[config.mk]
export PLATFORM = sky130hd
export DESIGN_NAME = stop_and_wait_sender_with_heartbeat
export DESIGN_NICKNAME = d
export VERILOG_FILES = /design/src/design/sawh_pkg.sv /design/src/design/stop_and_wait_sender_with_heartbeat.sv /design/src/design/sawh_regs.sv /design/src/design/sawh_step.sv
export SDC_FILE = /design/constraint.sdc
export NUM_CORES = 1
export LEC_CHECK = 0
export ABC_AREA = 1
export BUFFER_PORTS_ARGS = -buffer_cell sky130_fd_sc_hd__buf_4
export CORE_MARGIN = 1.5
export CORE_UTILIZATION = 60
export DETAILED_ROUTE_END_ITERATION = 16
export PLACE_DENSITY = 0.83
export SYNTH_ARGS = -nofsm -noshare
export SYNTH_HDL_FRONTEND = slang
export SYNTH_SLANG_ARGS = --single-unit
[constraint.sdc]
create_clock -name clk -period 10.4 [get_ports clk]
set_input_delay 2.6 -clock clk [delete_from_list [all_inputs] [get_ports clk]]
set_output_delay 2.6 -clock clk [all_outputs]
set_load 0.005 [all_outputs]
[src/design/sawh_pkg.sv]
`timescale 1ns / 1ps
`default_nettype none

package sawh_pkg;

    // Request modes carried in the mode field.
    localparam logic [2:0] MODE_SEND   = 3'd0;
    localparam logic [2:0] MODE_HBEAT  = 3'd1;
    localparam logic [2:0] MODE_RX     = 3'd2;
    localparam logic [2:0] MODE_REPORT = 3'd3;
    localparam logic [2:0] MODE_POLL   = 3'd4;

    // Configuration register indexes and their reset values.
    localparam logic REG_HBEAT_INTERVAL = 1'b0;
    localparam logic REG_DEFAULT_SP     = 1'b1;
    localparam logic [31:0] HBEAT_INTERVAL_RESET = 32'd1000;
    localparam logic [31:0] DEFAULT_SP_RESET     = 32'd0;

    // Status flag bit positions and reset value.
    localparam int FLAG_OK      = 0;
    localparam int FLAG_PENDING = 1;
    localparam int FLAG_TEMP    = 2;
    localparam int FLAG_FLOW    = 3;
    localparam logic [3:0] FLAGS_RESET = 4'b0001;

    typedef struct packed {
        logic [31:0] hbeat_interval;
        logic [31:0] default_sp;
        logic        default_sp_wr;
        logic [31:0] wdata;
    } cfg_t;

    typedef struct packed {
        logic [2:0]  mode;
        logic [31:0] now_ms;
        logic [31:0] setpoint_word;
        logic        run_request;
        logic        link_ok;
        logic [15:0] rx_seq;
        logic        rx_ack;
        logic        rx_temp_valid;
        logic        rx_flow_valid;
        logic [31:0] rx_temp_word;
        logic [31:0] rx_flow_word;
        logic        rx_well_formed;
    } item_t;

    typedef struct packed {
        logic        send_valid;
        logic [15:0] tx_seq;
        logic [31:0] tx_time_ms;
        logic [31:0] tx_setpoint_word;
        logic        tx_run;
        logic        accepted;
        logic [15:0] last_seq;
        logic [31:0] close_count;
        logic [3:0]  status_bits;
        logic [31:0] outlet_temp_word;
        logic [31:0] flow_word;
        logic        status_new;
    } result_t;

endpackage

`default_nettype wire

[src/design/stop_and_wait_sender_with_heartbeat.sv]
`timescale 1ns / 1ps
`default_nettype none

// Stop-and-wait frame sender with a heartbeat, keeping one frame in flight.
// Request channel: in_valid / in_stall with one request per accepted edge;
// the mode field selects user setpoint send, heartbeat tick, received frame,
// transmit report or status poll. Result channel: out_valid / out_stall,
// exactly one result for each request, in order.
// A request goes through one input register, then the decision logic into
// the result register. A new request is taken in every cycle while the
// result side keeps up, so throughput is one request per cycle; the sender
// state is read and written by one request per cycle.
// When the receiver stalls, the result register holds its value and the
// input register fills; in_stall then rises until the result is taken.
// Reset clears both registers, leaves nothing in flight, sets sequence and
// count to zero and the status to last-ok. The heartbeat interval and the
// default setpoint must be written over the APB port only while no request
// is in work; the block itself does not enforce this.
module stop_and_wait_sender_with_heartbeat (
    input  wire logic        clk,
    input  wire logic        rst_n,
    // Configuration port.
    input  wire logic        psel,
    input  wire logic        penable,
    input  wire logic        pwrite,
    input  wire logic [2:0]  paddr,
    input  wire logic [31:0] pwdata,
    output logic [31:0]      prdata,
    output logic             pready,
    // Request channel.
    input  wire logic        in_valid,
    output logic             in_stall,
    input  wire logic [2:0]  mode,
    input  wire logic [31:0] now_ms,
    input  wire logic [31:0] setpoint_word,
    input  wire logic        run_request,
    input  wire logic        link_ok,
    input  wire logic [15:0] rx_seq,
    input  wire logic        rx_ack,
    input  wire logic        rx_temp_valid,
    input  wire logic        rx_flow_valid,
    input  wire logic [31:0] rx_temp_word,
    input  wire logic [31:0] rx_flow_word,
    input  wire logic        rx_well_formed,
    // Result channel.
    output logic             out_valid,
    input  wire logic        out_stall,
    output logic             send_valid,
    output logic [15:0]      tx_seq,
    output logic [31:0]      tx_time_ms,
    output logic [31:0]      tx_setpoint_word,
    output logic             tx_run,
    output logic             accepted,
    output logic [15:0]      last_seq,
    output logic [31:0]      close_count,
    output logic [3:0]       status_bits,
    output logic [31:0]      outlet_temp_word,
    output logic [31:0]      flow_word,
    output logic             status_new
);

    sawh_pkg::cfg_t    cfg;
    sawh_pkg::item_t   in_item;
    sawh_pkg::item_t   item_reg;
    sawh_pkg::result_t res;
    sawh_pkg::result_t res_reg;
    logic              in_valid_reg, in_valid_next;
    logic              out_valid_reg;
    logic              advance;
    logic              in_take;

    sawh_regs u_regs (
        .clk     (clk),
        .rst_n   (rst_n),
        .psel    (psel),
        .penable (penable),
        .pwrite  (pwrite),
        .paddr   (paddr),
        .pwdata  (pwdata),
        .prdata  (prdata),
        .pready  (pready),
        .cfg     (cfg)
    );

    // Gather the request fields.
    assign in_item.mode           = mode;
    assign in_item.now_ms         = now_ms;
    assign in_item.setpoint_word  = setpoint_word;
    assign in_item.run_request    = run_request;
    assign in_item.link_ok        = link_ok;
    assign in_item.rx_seq         = rx_seq;
    assign in_item.rx_ack         = rx_ack;
    assign in_item.rx_temp_valid  = rx_temp_valid;
    assign in_item.rx_flow_valid  = rx_flow_valid;
    assign in_item.rx_temp_word   = rx_temp_word;
    assign in_item.rx_flow_word   = rx_flow_word;
    assign in_item.rx_well_formed = rx_well_formed;

    // The held request moves on whenever the result register is free or being emptied.
    assign advance       = in_valid_reg && (!out_valid_reg || !out_stall);
    assign in_stall      = in_valid_reg && !advance;
    assign in_take       = in_valid && !in_stall;
    assign in_valid_next = in_take || (in_valid_reg && !advance);

    // Input register.
    always_ff @(posedge clk or negedge rst_n)
    begin
        if (!rst_n)
        begin
            in_valid_reg <= 1'b0;
        end
        else
        begin
            in_valid_reg <= in_valid_next;
        end
    end

    always_ff @(posedge clk)
    begin
        if (in_take)
        begin
            item_reg <= in_item;
        end
    end

    sawh_step u_step (
        .clk     (clk),
        .rst_n   (rst_n),
        .cfg     (cfg),
        .advance (advance),
        .item    (item_reg),
        .res     (res)
    );

    // Result register.
    always_ff @(posedge clk or negedge rst_n)
    begin
        if (!rst_n)
        begin
            out_valid_reg <= 1'b0;
        end
        else if (advance)
        begin
            out_valid_reg <= 1'b1;
        end
        else if (!out_stall)
        begin
            out_valid_reg <= 1'b0;
        end
    end

    always_ff @(posedge clk)
    begin
        if (advance)
        begin
            res_reg <= res;
        end
    end

    assign out_valid        = out_valid_reg;
    assign send_valid       = res_reg.send_valid;
    assign tx_seq           = res_reg.tx_seq;
    assign tx_time_ms       = res_reg.tx_time_ms;
    assign tx_setpoint_word = res_reg.tx_setpoint_word;
    assign tx_run           = res_reg.tx_run;
    assign accepted         = res_reg.accepted;
    assign last_seq         = res_reg.last_seq;
    assign close_count      = res_reg.close_count;
    assign status_bits      = res_reg.status_bits;
    assign outlet_temp_word = res_reg.outlet_temp_word;
    assign flow_word        = res_reg.flow_word;
    assign status_new       = res_reg.status_new;

endmodule

`default_nettype wire

[src/design/sawh_regs.sv]
`timescale 1ns / 1ps
`default_nettype none

module sawh_regs (
    input  wire logic         clk,
    input  wire logic         rst_n,
    input  wire logic         psel,
    input  wire logic         penable,
    input  wire logic         pwrite,
    input  wire logic [2:0]   paddr,
    input  wire logic [31:0]  pwdata,
    output logic [31:0]       prdata,
    output logic              pready,
    output sawh_pkg::cfg_t    cfg
);

    logic [31:0] hbeat_interval_reg;
    logic [31:0] default_sp_reg;
    logic        wr_en;
    logic        reg_sel;

    assign pready  = 1'b1;
    assign reg_sel = paddr[2];
    assign wr_en   = psel && penable && pwrite;

    // Register writes in the access phase.
    always_ff @(posedge clk or negedge rst_n)
    begin
        if (!rst_n)
        begin
            hbeat_interval_reg <= sawh_pkg::HBEAT_INTERVAL_RESET;
            default_sp_reg     <= sawh_pkg::DEFAULT_SP_RESET;
        end
        else if (wr_en)
        begin
            if (reg_sel == sawh_pkg::REG_HBEAT_INTERVAL)
            begin
                hbeat_interval_reg <= pwdata;
            end
            else
            begin
                default_sp_reg <= pwdata;
            end
        end
    end

    // Read data selection.
    always_comb
    begin
        if (reg_sel == sawh_pkg::REG_HBEAT_INTERVAL)
        begin
            prdata = hbeat_interval_reg;
        end
        else
        begin
            prdata = default_sp_reg;
        end
    end

    // The default setpoint write is passed on so the held setpoint can follow it.
    assign cfg.hbeat_interval = hbeat_interval_reg;
    assign cfg.default_sp     = default_sp_reg;
    assign cfg.default_sp_wr  = wr_en && (reg_sel == sawh_pkg::REG_DEFAULT_SP);
    assign cfg.wdata          = pwdata;

endmodule

`default_nettype wire

[src/design/sawh_step.sv]
`timescale 1ns / 1ps
`default_nettype none

module sawh_step (
    input  wire logic            clk,
    input  wire logic            rst_n,
    input  wire sawh_pkg::cfg_t  cfg,
    input  wire logic            advance,
    input  wire sawh_pkg::item_t item,
    output sawh_pkg::result_t    res
);

    logic [15:0] next_seq_reg,    next_seq_next;
    logic [15:0] flight_seq_reg,  flight_seq_next;
    logic        flight_user_reg, flight_user_next;
    logic [31:0] last_send_reg,   last_send_next;
    logic [31:0] held_sp_reg,     held_sp_next;
    logic        held_run_reg,    held_run_next;
    logic        user_stored_reg, user_stored_next;
    logic [15:0] closed_seq_reg,  closed_seq_next;
    logic [31:0] closed_cnt_reg,  closed_cnt_next;
    logic [3:0]  flags_reg,       flags_next;
    logic [31:0] echo_temp_reg,   echo_temp_next;
    logic [31:0] echo_flow_reg,   echo_flow_next;
    logic        changed_reg,     changed_next;

    logic        idle;
    logic        is_send;
    logic        is_poll;
    logic        hbeat_due;
    logic        send;
    logic        ack_close;
    logic        rep_close;
    logic        send_close;
    logic        any_close;
    logic [15:0] seq_inc;
    logic [15:0] seq;
    logic [31:0] elapsed;
    logic        changed_upd;

    // Decode of the request and the send decision.
    assign idle      = (flight_seq_reg == 16'd0);
    assign is_send   = (item.mode == sawh_pkg::MODE_SEND);
    assign is_poll   = (item.mode == sawh_pkg::MODE_POLL);
    assign elapsed   = item.now_ms - last_send_reg;
    assign hbeat_due = (item.mode == sawh_pkg::MODE_HBEAT) && (elapsed >= cfg.hbeat_interval);
    assign send      = idle && (is_send || hbeat_due);

    // The sequence number skips zero on wrap, since zero marks nothing in flight.
    assign seq_inc = next_seq_reg + 16'd1;
    assign seq     = (seq_inc == 16'd0) ? 16'd1 : seq_inc;

    // Frame close events; at most one of them fires for a request.
    assign ack_close  = (item.mode == sawh_pkg::MODE_RX) && item.rx_well_formed && item.rx_ack
                        && !idle && (item.rx_seq == flight_seq_reg);
    assign rep_close  = (item.mode == sawh_pkg::MODE_REPORT) && !item.link_ok && !idle;
    assign send_close = send && !item.link_ok;
    assign any_close  = ack_close || rep_close || send_close;

    // Next state of the sender.
    always_comb
    begin
        next_seq_next    = next_seq_reg;
        flight_seq_next  = flight_seq_reg;
        flight_user_next = flight_user_reg;
        last_send_next   = last_send_reg;
        held_sp_next     = held_sp_reg;
        held_run_next    = held_run_reg;
        user_stored_next = user_stored_reg;
        closed_seq_next  = closed_seq_reg;
        closed_cnt_next  = closed_cnt_reg;
        flags_next       = flags_reg;
        echo_temp_next   = echo_temp_reg;
        echo_flow_next   = echo_flow_reg;
        changed_upd      = changed_reg;

        if (is_send)
        begin
            held_sp_next     = item.setpoint_word;
            held_run_next    = item.run_request;
            user_stored_next = 1'b1;
        end

        if (ack_close)
        begin
            closed_seq_next = item.rx_seq;
            echo_temp_next  = item.rx_temp_word;
            echo_flow_next  = item.rx_flow_word;
            flags_next[sawh_pkg::FLAG_OK] = 1'b1;
            if (flight_user_reg)
            begin
                flags_next[sawh_pkg::FLAG_PENDING] = 1'b0;
            end
            flags_next[sawh_pkg::FLAG_TEMP] = item.rx_temp_valid;
            flags_next[sawh_pkg::FLAG_FLOW] = item.rx_flow_valid;
        end

        if (rep_close)
        begin
            closed_seq_next = flight_seq_reg;
            flags_next[sawh_pkg::FLAG_OK] = 1'b0;
            if (flight_user_reg)
            begin
                flags_next[sawh_pkg::FLAG_PENDING] = 1'b0;
            end
        end

        if (send)
        begin
            next_seq_next  = seq;
            last_send_next = item.now_ms;
            if (item.link_ok)
            begin
                flight_seq_next  = seq;
                flight_user_next = is_send;
                if (is_send)
                begin
                    flags_next[sawh_pkg::FLAG_PENDING] = 1'b1;
                end
            end
            else
            begin
                // Refused at once: the new frame is closed as failed.
                closed_seq_next = seq;
                flags_next[sawh_pkg::FLAG_OK] = 1'b0;
                if (is_send)
                begin
                    flags_next[sawh_pkg::FLAG_PENDING] = 1'b0;
                end
            end
        end

        if (any_close)
        begin
            closed_cnt_next  = closed_cnt_reg + 32'd1;
            flight_seq_next  = 16'd0;
            flight_user_next = 1'b0;
        end

        if (any_close || (send && is_send))
        begin
            changed_upd = 1'b1;
        end

        changed_next = is_poll ? 1'b0 : changed_upd;

        // A default setpoint write must only come while no request is in work; the block does not enforce this.
        if (cfg.default_sp_wr && !user_stored_reg)
        begin
            held_sp_next = cfg.wdata;
        end
    end

    // State registers; a default write is taken whether or not a request advances.
    always_ff @(posedge clk or negedge rst_n)
    begin
        if (!rst_n)
        begin
            next_seq_reg    <= 16'd0;
            flight_seq_reg  <= 16'd0;
            flight_user_reg <= 1'b0;
            last_send_reg   <= 32'd0;
            held_sp_reg     <= sawh_pkg::DEFAULT_SP_RESET;
            held_run_reg    <= 1'b0;
            user_stored_reg <= 1'b0;
            closed_seq_reg  <= 16'd0;
            closed_cnt_reg  <= 32'd0;
            flags_reg       <= sawh_pkg::FLAGS_RESET;
            echo_temp_reg   <= 32'd0;
            echo_flow_reg   <= 32'd0;
            changed_reg     <= 1'b0;
        end
        else if (advance)
        begin
            next_seq_reg    <= next_seq_next;
            flight_seq_reg  <= flight_seq_next;
            flight_user_reg <= flight_user_next;
            last_send_reg   <= last_send_next;
            held_sp_reg     <= held_sp_next;
            held_run_reg    <= held_run_next;
            user_stored_reg <= user_stored_next;
            closed_seq_reg  <= closed_seq_next;
            closed_cnt_reg  <= closed_cnt_next;
            flags_reg       <= flags_next;
            echo_temp_reg   <= echo_temp_next;
            echo_flow_reg   <= echo_flow_next;
            changed_reg     <= changed_next;
        end
        else if (cfg.default_sp_wr && !user_stored_reg)
        begin
            held_sp_reg <= cfg.wdata;
        end
    end

    // Result of the request, with status after its updates.
    assign res.send_valid       = send;
    assign res.tx_seq           = send ? seq : 16'd0;
    assign res.tx_time_ms       = send ? item.now_ms : 32'd0;
    assign res.tx_setpoint_word = send ? held_sp_next : 32'd0;
    assign res.tx_run           = send && held_run_next;
    assign res.accepted         = (send && is_send && item.link_ok) || (is_poll && changed_reg);
    assign res.last_seq         = closed_seq_next;
    assign res.close_count      = closed_cnt_next;
    assign res.status_bits      = flags_next;
    assign res.outlet_temp_word = echo_temp_next;
    assign res.flow_word        = echo_flow_next;
    assign res.status_new       = changed_upd;

endmodule

`default_nettype wire
======== Yosys cells after proc, flatten, opt, wreduce, memory -nomap -nowiden ========
Index checks and enable logic that the tools add are counted.
word-level totals
  bits in registers ....................... 635
  word-level logic and storage cells ...... 130
operators by class
  equal/unequal tests ..................... 6
  bitwise logic cells ..................... 1
  $lt $le $gt $ge ......................... 1
  muxes and demuxes ....................... 33
  $add $sub $neg .......................... 3
  reduce and logical (&&, ||, !) cells .... 45
operators with widths
  operator                                               count
  2-to-1 mux 32 bit                                      8
  2-to-1 mux 16 bit                                      8
  adder 32 x 1 -> 32 bit, second input constant          1
  >= comparator 32 bit                                   1
  logical NOT 16 bit                                     2
  subtractor 32 bit                                      1
  logical AND 1 bit                                      20
  adder 16 x 1 -> 16 bit, second input constant          1
  equality test 16 bit                                   1
  2-to-1 mux 1 bit                                       14
  AND reduction 2 bit                                    4
  logical NOT 1 bit                                      7
  logical OR 1 bit                                       7
  equality test 3 x 2 -> 1 bit, second input constant    2
  nonzero test 2 bit                                     3
  2-to-1 mux 2 bit                                       2
  2-to-1 mux 4 bit                                       1
  equality test 3 x 1 -> 1 bit, second input constant    1
  equality test 3 bit, second input constant             1
  logical NOT 3 bit                                      1
  AND reduction 3 bit                                    1
  inequality test 2 x 1 -> 1 bit, second input constant  1
  NOT 1 bit                                              1

======== Longest topological paths before layout ========
Gate-level depths: netlist of the first run.
  word-level depth ........................ 11
  gate-level depth with buffers ........... 29
  depth with buffers taken out ............ 28

======== Hierarchy ========
From an unflattened synthesis of the first run, not the netlist that was laid out.
unflattened totals
  cells, all modules ...................... 3,043
  area, all modules ....................... 29,276.8 µm²
by module, submodules not included
  module                               cells an instance  instances  sequential area each (µm²)  area each (µm²)
  sawh_step                            2,259              1          5,406.4                     15,308.4
  stop_and_wait_sender_with_heartbeat  365                1          10,650.2                    10,695.3
  sawh_regs                            419                1          1,609.0                     3,273.1

======== Worst setup path after synthesis of the first run ========
OpenSTA, ideal clock, no wires.
  path kind ............................... input-to-reg
  start point ............................. in out_stall
  end point ............................... reg res_reg, in the netlist accepted (enable)
  data required time ...................... 9,758 ps
  path slack .............................. 1,162 ps
  setup time .............................. 642 ps
  arrival ................................. 8,596 ps
  cell stages on the path ................. 4
  cells stage by stage .................... nand2_1 -> nand2_1 -> inv_2 -> buf_1
between the ends
  word-level cells in the longest chain between the ends .. 3
ends and longest elaborated chain
  element                 RTL line                                    source
  start: declaration      stop_and_wait_sender_with_heartbeat.sv:47   input wire logic out_stall,
  logical NOT 1 bit       --
  logical OR 1 bit        stop_and_wait_sender_with_heartbeat.sv:100  assign advance = in_valid_reg && (!out_valid_reg || !out_stall);
  logical AND 1 bit       stop_and_wait_sender_with_heartbeat.sv:100
  net advance             stop_and_wait_sender_with_heartbeat.sv:69   logic advance;
  end signal: assignment  stop_and_wait_sender_with_heartbeat.sv:156  res_reg <= res;
  end: declaration        stop_and_wait_sender_with_heartbeat.sv:66   sawh_pkg::result_t res_reg;
The timed path passes the listed nets, and every way through them passes these cells.
A chain may end at the register's enable or synchronous reset.

======== Final worst setup path of the first run ========
  start point ............................. in paddr[2]
  end point ............................... out prdata[19]
between the ends
  word-level cells in the longest chain between the ends .. 1
ends and longest elaborated chain
  element             RTL line                                   source
  start: declaration  stop_and_wait_sender_with_heartbeat.sv:26  input wire logic [2:0] paddr,
  2-to-1 mux 32 bit   sawh_regs.sv:50                            if (reg_sel == sawh_pkg::REG_HBEAT_INTERVAL)
  end: declaration    stop_and_wait_sender_with_heartbeat.sv:28  output logic [31:0] prdata,
No other way between the ends.

==> results of run 1 <==
## path summary, 6_finish.rpt
| kind | endpoint | slack, ps | cells past startpoint |
|---|---|---|---|
| worst max-delay path | prdata[19] | 4080 | 3 |
| worst min-delay path | u_step.user_stored_reg | 480 | 1 |
| worst max register to register | close_count[0] | 4800 | 22 |
| worst min register to register | u_step.user_stored_reg | 480 | 1 |
| max in group asynchronous | u_step.echo_flow_reg[10] | 6390 | 3 |
| min in group asynchronous | u_step.last_send_reg[7] | 1930 | 1 |
## report_power, final
| part | switching, W | internal [W] |
|---|---|---|
| clock network | 0.00101 | 0.00131 |
| registers | 0.000123 | 0.00292 |
| logic | 0.000517 | 0.000336 |
## Yosys cell counts (8+ instances only)
| library cell | n | share of area [%] |
|---|---|---|
| nor3_1 | 13 | 0.22 |
| clkbuf_1 | 71 | 0.92 |
| a21oi_1 | 47 | 0.81 |
| xor2_1 | 48 | 1.4 |
| buf_2 | 11 | 0.19 |
| mux2_4 | 59 | 3.1 |
| ha_1 | 65 | 2.8 |
| nor4_1 | 8 | 0.17 |
| buf_1 | 12 | 0.16 |
| buf_6 | 19 | 0.74 |
| dfrtp_1 | 275 | 24 |
| nand3_1 | 106 | 1.8 |
| nand4_1 | 42 | 0.90 |
| o21ai_0 | 214 | 3.7 |
| o21ai_1 | 16 | 0.28 |
| inv_2 | 16 | 0.21 |
| nand2_1 | 939 | 12 |
| o21ai_2 | 46 | 1.4 |
| inv_1 | 249 | 3.2 |
| edfxtp_1 | 353 | 37 |
| nor2_1 | 171 | 2.2 |
| xnor2_1 | 19 | 0.57 |
## cell usage in the layout (no fill, tap or decap), types with 42 or more instances in the layout
master       n
nand3_1    106
mux2_4      59
o21ai_2     46
dfrtp_1    275
clkbuf_16   66
inv_1      247
nor2_1     170
a21oi_1     47
buf_4      438
edfxtp_1   353
nand4_1     42
ha_1        65
xor2_1      48
o21ai_0    214
nand2_1    938
## worst max-delay path, stage by stage
cell and delay (ps):
buf_4 450, o21ai_0 380, buf_4 240
## layer usage
layer  track usage (%)  wire length (um)
met1              40.1             30600
met3              7.53              6170
met4              15.5              3900
met5                 0                34
met2              52.0             37600
## kinds of logic after synthesis
group	synth area share, %
simple gates	18.3
flops	60.8
buf+inv	5.54
compound gates	7.02
xor+xnor	2.08
fa+ha+maj	2.87
mux	3.32
other cells	0.0129
## final cells by class
class,instances,area (sq um),area share [%]
sequential,635,17700,50.9
tap,615,769,2.22
multi-input combinational,1862,9790,28.2
antenna,7,17.5,0.0505
inverter,266,1010,2.91
clock buffer,90,1760,5.08
timing repair buffer,440,3320,9.58
clock inverter,32,343,0.988
## through the flow
step	hold WS, ps	setup WS, ps	instance area, sq um
global route	488	4080	34700
CTS	478	4130	34700
global placement	454	4140	32600
finish	476	4080	34700
floorplan	440	1160	29000
detailed placement	463	4130	32600
==> impl_metrics.json, run 1 <==
{
  "setup-tns-final_ps": 0,
  "startpoint": "paddr[2]",
  "ys_ff_latch": 635,
  "syn_inst": 2880,
  "wire_per_inst_um": 19.8,
  "start_util_pct": 60.8,
  "drv_slew": 0,
  "power_density_nw_per_um2": 179,
  "areaGrowthSynthToFinish_pct": 19.5,
  "drt_iter0_drc": 2085,
  "peakVddDrop_mv": 0.150,
  "core-area_sq_um": 47700,
  "tritoncts": "built",
  "dieArea_sq_um": 49700,
  "drcViolationCount": 0,
  "routed_wl_um": 78200,
  "instances_no_fill": 3947,
  "worstSetupPathType": "in -> out",
  "cts_sinks": 635,
  "io_buffers": 426,
  "synth_edf_count": 353,
  "cp-start-kind": "primary input",
  "outcome": "completed",
  "antenna_found_initial": 10,
  "yosysWarnings": 0,
  "die_h_um": 223,
  "hp-class": "reg -> reg",
  "worst_ep_arrival_time_ps": 3720,
  "post-route-min-period_ps": 6320,
  "max_slew.worst_pin.slew_ps": 1170,
  "root_buffer": "clkbuf_16",
  "numCtsBuffers": 66,
  "fmax_mhz": 158,
  "placementRows": 80,
  "fin_util_pct": 72.6,
  "slew_headroom_pct": 21.9,
  "h-tree-depth": 3,
  "p_leak_nw": 16.2,
  "vias_per_cell": 5.55,
  "yosysSeqAreaShare_pct": 60.8,
  "largest_reg_flops": 153,
  "hold_violations": 0,
  "cts_buffer_depth": 3,
  "dp_cells": 3818,
  "critPathMaxFanout": 64,
  "synthFlopType": "edfxtp_1",
  "async_flop_share_pct": 44.4,
  "cp.required_ps": 7800,
  "overflow": 0,
  "path_clk_slew_ps": 50,
  "vias": 21900,
  "avgSynthCellArea_sq_um": 10.1,
  "power_w": 0.00621,
  "cts-hold-fix-buffers": 0,
  "worstHoldStart": "u_step.user_stored_reg",
  "grt_pass1_vias": 21900,
  "setup_violations": 0,
  "synth_area_sq_um": 29000,
  "io_pins": 430,
  "grt_pass1_wl_um": 122000,
  "clk_latency_ps": 620,
  "die_width_um": 223,
  "synth_cell_types": 54,
  "r2r_start": "item_reg[118]",
  "dp_hpwl_um": 53500,
  "finalCritPeriodShare_pct": 60.8,
  "postRouteAntennaNets": 0,
  "drt-pass1-iter-count": 5,
  "drive_gt1_share_pct": 20.9,
  "layout.filler_cells": 3288,
  "fin_skew_ps": 26.9,
  "cap_violations": 0,
  "postCtsSetupBuffers": 0,
  "rsz0062_at_grt": "no",
  "syn_nets": 3141,
  "crit_path_end_kind": "output port",
  "grtUsageTotal_pct": 31.8,
  "gp_congestion": 0.936,
  "grt_max_degree": 156,
  "fin_nets": 3532,
  "cts-resized-gates": 0
}
No activity file was read; power rests on OpenSTA's default activity.
==> run 2: changes to the inputs <==
Settings changed: CORE_UTILIZATION 60 to 52, PLACE_DENSITY 0.83 to 0.77.
Clock period 10.4 ns to 5.55 ns, I/O delays scaled along.
==> run 2 against run 1 <==
  * Sequential power rose by 87%
  * Global-route usage is 6.0 points lower
  * Sequential share of layout area is 0.48 points lower
  * Core utilization decreased by 9.1 points
  * Final cell count rose by 3.5%
  * Clock power up 91%
  * Critical path depth rose by 19
  * Cell area is 0.96% higher
  * Critical path type is now reg -> reg
  * Critical endpoint is now close_count[0]
  * Largest cell class unchanged
  * Largest power group unchanged
  * Highest routed layer unchanged
==> impl_metrics.json, run 2 (synthesis gave the netlist of run 1 again) <==
{
  "outcome": "completed",
  "reg2regPathDepth": 22,
  "max_slew.worst_pin.slew_ps": 983,
  "vias_per_cell": 5.20,
  "p_switching_w": 0.00298,
  "seqPwrFrac_pct": 48.7,
  "tritoncts": "built",
  "finalCritPeriodShare_pct": 90.4,
  "cts_buffer_depth": 3,
  "cap_violations": 0,
  "crit_path_end_kind": "flip-flop",
  "core-area_sq_um": 55100,
  "postRouteAntennaNets": 0,
  "min_path_cells": 2,
  "start_util_pct": 52.7,
  "reg2reg_slack_ps": 530,
  "cpMostUsedCell": "nand2_1",
  "r2r_start": "item_reg[118]",
  "overflow": 0,
  "cts_sinks": 635,
  "fin_skew_ps": 28.1,
  "gp_congestion": 0.952,
  "r2r-end": "close_count[0]",
  "finalWorstSetupSlack_ps": 533,
  "post-place-ws_ps": 598,
  "final_cell_mix": "938 x nand2_1, 440 x buf_4, 353 x edfxtp_1, 275 x dfrtp_1, 247 x inv_1",
  "h-tree-depth": 3,
  "timing.critical_path.max_delay_family": "simple AND/OR/NAND/NOR gates",
  "routed_wl_um": 72900,
  "critPathMaxFanout": 33,
  "seqCellArea_sq_um": 17700,
  "p_int_w": 0.00871,
  "fin_nets": 3541,
  "grt_util_met1_pct": 32.7,
  "io_pins": 430,
  "cp-start-kind": "flip-flop",
  "cp.required_ps": 5900,
  "setup_violations": 0,
  "cts-hold-fix-buffers": 0,
  "crit_slowest_cell": "nand2_4",
  "fmax_mhz": 199,
  "busiest_layer": "met2",
  "wire_per_inst_um": 17.8,
  "worstSetupPathType": "reg -> reg",
  "post-route-min-period_ps": 5020,
  "critPathBufInv": 2,
  "sw_frac_of_total_pct": 25.5,
  "pwr-share-clk_pct": 38.0,
  "cpPeakStageDelay_ps": 420,
  "numCtsBuffers": 68,
  "p_leak_nw": 16.3,
  "grt_pass1_wl_um": 114000,
  "hp-class": "reg -> reg",
  "instances_no_fill": 4086,
  "grt_pass1_vias": 20700,
  "use_met3_pct": 6.80,
  "grtUsageMet2_pct": 41.5,
  "setup-tns-final_ps": 0,
  "multi_input_area_sq_um": 9790,
  "die_h_um": 239,
  "whs_endpoint": "u_step.flags_reg[0]",
  "layout.filler_cells": 4378,
  "placementRows": 86,
  "dieArea_sq_um": 57300,
  "drt-pass1-iter-count": 5,
  "slew_headroom_pct": 34.3,
  "die_width_um": 239,
  "layout_commonest_cell": "nand2_1",
  "worst_ep_arrival_time_ps": 5370,
  "cp_cell_sequence": "inv_1, ha_1, inv_1, fa_1, nand3_1, nand2_1, a31oi_1, o21ai_0, a21boi_0, o21ai_0, xor2_1, ha_1, nand2_1, nor2_1, nand2_1, a21oi_1, nor2_2, nand2_1, nand3_4, nand2_4, nand2_1, and2_1",
  "largest_reg_flops": 153,
  "drive_gt1_share_pct": 21.0,
  "comb_power_share_pct": 13.3,
  "fin_util_pct": 63.6,
  "drcViolationCount": 0,
  "grtUsageTotal_pct": 25.8,
  "antenna_found_initial": 5,
  "dp_hpwl_um": 50100,
  "drt_iter0_drc": 1742,
  "rsz0062_at_grt": "no",
  "root_buffer": "clkbuf_16",
  "peakVddDrop_mv": 0.246,
  "worstHoldStart": "u_step.flags_reg[0]",
  "clk_latency_ps": 620,
  "hold_violations": 0,
  "io_buffers": 426,
  "vias": 21300,
  "path_clk_slew_ps": 60,
  "grt_max_degree": 166,
  "areaGrowthSynthToFinish_pct": 20.6,
  "power_density_nw_per_um2": 334,
  "postCtsSetupBuffers": 0,
  "drv_slew": 0,
  "dp_cells": 3958
}
run 2: cell types whose count changed in the layout (fill, tap and decap cells not counted), sizes merged:
| cell | change |
|---|---|
| inv | -1 |
| diode | -4 |
| clkbuf | +15 |
| buf | +7 |
| clkinv | -11 |
run 2: how the worst max path moves through the flow:
| stage | start | end | cells past startpoint |
|---|---|---|---|
| detailed placement | item_reg[118] | u_step.next_seq_reg[0] | 22 |
| CTS | item_reg[118] | u_step.next_seq_reg[7] | 22 |
| global placement | item_reg[118] | u_step.next_seq_reg[7] | 22 |
| finish | item_reg[118] | close_count[0] | 22 |
| global route | item_reg[118] | close_count[0] | 22 |
| floorplan | out_stall | accepted | 4 |
run 2: metal layers:
layer | wire length, um | vias up
met1 | 29700 | 10100
li1 | - | 10300
met2 | 34300 | 739
met5 | 43 | -
met4 | 3020 | 6
met3 | 5840 | 159
run 2: power by group through the flow:
stage               Clock (W)  Sequential [W]  Combinational [W]
detailed placement          0         0.00577            0.00156
CTS                   0.00453         0.00569            0.00158
finish                0.00444         0.00569            0.00156
global placement            0         0.00576            0.00153
floorplan                   0         0.00574           0.000872
global route          0.00472         0.00574            0.00178
run 2: worst register-to-register path, stage by stage (launching register included):
cell and delay (ps):
edfxtp_1 360, inv_1 170, ha_1 180, inv_1 60, fa_1 400, nand3_1 110
nand2_1 160, a31oi_1 260, o21ai_0 260, a21boi_0 380, o21ai_0 170, xor2_1 180
ha_1 290, nand2_1 60, nor2_1 140, nand2_1 70, a21oi_1 240, nor2_2 130
nand2_1 190, nand3_4 260, nand2_4 420, nand2_1 130, and2_1 160
run 2: per-stage QoR:
stage                     power, W  hold WS, ps  area (sq um)
after detailed placement   0.00733          463         32800
after global placement     0.00729          456         32800
after global routing        0.0122          494         35000
after floorplan            0.00661          440         29000
final                       0.0117          476         35000
after CTS                   0.0118          477         35000
run 2: final cells by class:
class	count	share of cell area (%)
repair buffers	447	9.79
diodes	3	0.0214
well taps	748	2.67
inverters	266	2.89
clock inverters	20	0.665
clock buffers	105	5.55
multi-input cells	1862	28.0
flip-flops and latches	635	50.4
run 2: timing repair:
item | in CTS | in global routing
gates resized for setup | 0 | 1
endpoints found under the setup margin | 0 | 3
endpoints found under the hold margin | 0 | 0
==> run 3: changes to the inputs <==
Settings changed: ABC_AREA 1 to 0.
==> run 3 against run 2 <==
  * Final cell count fell by 12%
  * First-iteration DRC count fell by 0.63%
  * Worst hold slack got worse by 15 ps
  * Clock power rose by 5.2%
  * Area after synthesis fell by 3.7%
  * Core utilization rose by 1.1 points
  * Sequential share of layout area rose by 1.2 points
  * Global-route usage rose by 0.30 points
  * Highest routed layer unchanged
  * Via count fell by 5.4%
  * Clock skew fell by 2.6 ps
  * Cell area fell by 2.4%
  * Non-clock buffer count rose by 11
==> impl_metrics.json, run 3 <==
{
  "post-route-min-period_ps": 5210,
  "cap_violations": 0,
  "grtUsageTotal_pct": 26.1,
  "drcViolationCount": 0,
  "clk_latency_ps": 630,
  "cts-hold-fix-buffers": 0,
  "dp_hpwl_um": 48500,
  "drt-pass1-iter-count": 5,
  "avgSynthCellArea_sq_um": 11.5,
  "outcome": "completed",
  "cts_buffer_depth": 3,
  "start_util_pct": 52.9,
  "core-area_sq_um": 52900,
  "wire_per_inst_um": 20.1,
  "min_path_cells": 1,
  "syn_nets": 2692,
  "postRouteAntennaNets": 0,
  "synth_cell_types": 74,
  "tritoncts": "built",
  "peakVddDrop_mv": 0.286,
  "numCtsBuffers": 68,
  "synth_area_leaders": "edfxtp_1 38%, dfrtp_1 25%, nand2_1 8.8%",
  "crit_path_end_kind": "flip-flop",
  "largest_reg_flops": 153,
  "h-tree-depth": 3,
  "r2r-end": "u_step.closed_seq_reg[13]",
  "critPathBufInv": 0,
  "worst_ep_arrival_time_ps": 5720,
  "r2r_start": "item_reg[130]",
  "grt_max_degree": 118,
  "setup-tns-final_ps": 0,
  "fmax_mhz": 192,
  "root_buffer": "clkbuf_16",
  "placementRows": 84,
  "fin_skew_ps": 25.5,
  "drv_slew": 0,
  "worst-path-stages": 18,
  "p_leak_nw": 15.3,
  "timing.critical_path.max_delay_family": "compound AO/OA/AOI/OAI gates",
  "io_pins": 430,
  "layout_commonest_cell": "nand2_1",
  "cpPeakStageDelay_ps": 440,
  "async_flop_share_pct": 44.4,
  "whs_endpoint": "u_step.user_stored_reg",
  "rsz0062_at_grt": "no",
  "fin_util_pct": 64.7,
  "slew_headroom_pct": 31.4,
  "cp-start-kind": "flip-flop",
  "fin_nets": 3090,
  "vias_per_cell": 5.62,
  "power_density_nw_per_um2": 423,
  "yosys-top-cells-count": "652 x nand2_1, 353 x edfxtp_1, 275 x dfrtp_1, 110 x mux2_2, 101 x nor2_1",
  "worstSetupPathType": "reg -> reg",
  "yosysTopAreaCell": "edfxtp_1",
  "reg2reg_slack_ps": 340,
  "synth_edf_count": 353,
  "critPathMaxFanout": 8,
  "routed_wl_um": 72000,
  "syn_inst": 2431,
  "vias": 20100,
  "synthFlopType": "edfxtp_1",
  "drt_iter0_drc": 1731,
  "path_clk_slew_ps": 60,
  "holdWs_ps": 462,
  "ys_ff_latch": 635,
  "cts_sinks": 635,
  "reg2regPathDepth": 18,
  "grt_pass1_vias": 20100,
  "setup_violations": 0,
  "grt_pass1_wl_um": 112000,
  "finalCritPeriodShare_pct": 93.9,
  "hold_violations": 0,
  "dieArea_sq_um": 55100,
  "gp_congestion": 0.864,
  "cp.required_ps": 6060,
  "synth.top_cell.area_share_pct": 37.9,
  "areaGrowthSynthToFinish_pct": 22.3,
  "yosysSeqAreaShare_pct": 63.2,
  "die_h_um": 235,
  "yosysWarnings": 0,
  "crit_slowest_cell": "a211o_2",
  "hp-class": "reg -> reg",
  "final_cell_mix": "651 x nand2_1, 449 x buf_4, 353 x edfxtp_1, 275 x dfrtp_1, 110 x mux2_2",
  "max_slew.worst_pin.slew_ps": 1030,
  "overflow": 0,
  "die_width_um": 235,
  "io_buffers": 426,
  "synthMostInstantiatedCell": "nand2_1",
  "drive_gt1_share_pct": 24.5,
  "worstHoldStart": "u_step.user_stored_reg",
  "synth_area_sq_um": 27900,
  "antenna_found_initial": 4,
  "cp_cell_sequence": "ha_1, a21o_1, a21o_1, a2111oi_0, a2bb2oi_1, nand2_1, o311ai_1, a21oi_1, xor2_1, ha_1, a21oi_1, o21ai_0, a211oi_1, o211ai_1, a211o_2, nand2_1, mux2_2, mux2_2"
}
## run 3: cell types whose count changed after synthesis, sizes merged, moves of 32 or more
cell,change
nand2,-289
o21ai,-224
inv,-184
nor2,-77
xnor2,+70
and3,+51
a31oi,+50
nand3,-48
mux2,+44
a311oi,+32
## run 3: where the power goes
part	internal (W)	switching, W	total, W
logic	0.00166	0.00206	0.00373
clock network	0.00272	0.00195	0.00467
registers	0.00572	0.000336	0.00606
## run 3: timing repair
action / 4_1_cts / 5_1_grt
setup endpoints to repair: 0 / 166
resized for setup: 0 / 9
setup buffers: 0 / 1
## run 3: layer usage
metal / vias to the layer above / track usage (%) / share of wire (%) / wire length [um]
met3: 170 / 5.90 / 6.7 / 4800
li1: 9292 / - / - / -
met5: - / 0 / 0.018 / 13
met4: 2 / 10.5 / 4.0 / 2850
met2: 711 / 41.1 / 47 / 33700
met1: 9935 / 35.2 / 43 / 30600
## run 3: area by class of cell
type                    instances  area (sq um)
clock inverters                32           434
fillers                      3931         18700
well taps                     688           861
diodes                          3          7.51
flip-flops and latches        635         17700
inverters                      81           312
clock buffers                  94          1890
multi-input cells            1585          9480
repair buffers                458          3540
## run 3: how the worst max path moves through the flow
stage | startpoint | end | slack, ps
2_1_floorplan | out_stall | item_reg[0] | 6
3_3_place_gp | item_reg[130] | close_count[13] | 190
3_5_place_dp | item_reg[118] | close_count[22] | 100
4_1_cts | item_reg[130] | close_count[22] | 80
5_1_grt | item_reg[130] | last_seq[0] | 30
6_report | item_reg[130] | u_step.closed_seq_reg[13] | 340
## run 3: through the flow
step                      instances  setup slack (ps)  area, sq um  power [W]
after floorplan                2431              5.82        27900    0.00843
after global placement         3446               190        31800    0.00964
after detailed placement       3446               100        31800    0.00980
after CTS                      3572              80.9        34200     0.0145
after global routing           3576              27.1        34200     0.0152
final                          3576               337        34200     0.0145
## run 3: cells by family after synthesis
group	after synthesis	share of synthesized area, %
buffers and inverters	211	3.02
xor gates and xnor gates	135	4.23
AOI/OAI and AO/OA	277	6.74
DFF	635	63.2
muxes	111	4.47
and+or+nand+nor	995	15.3
other	1	0.0134
adders and majority gates	66	2.98
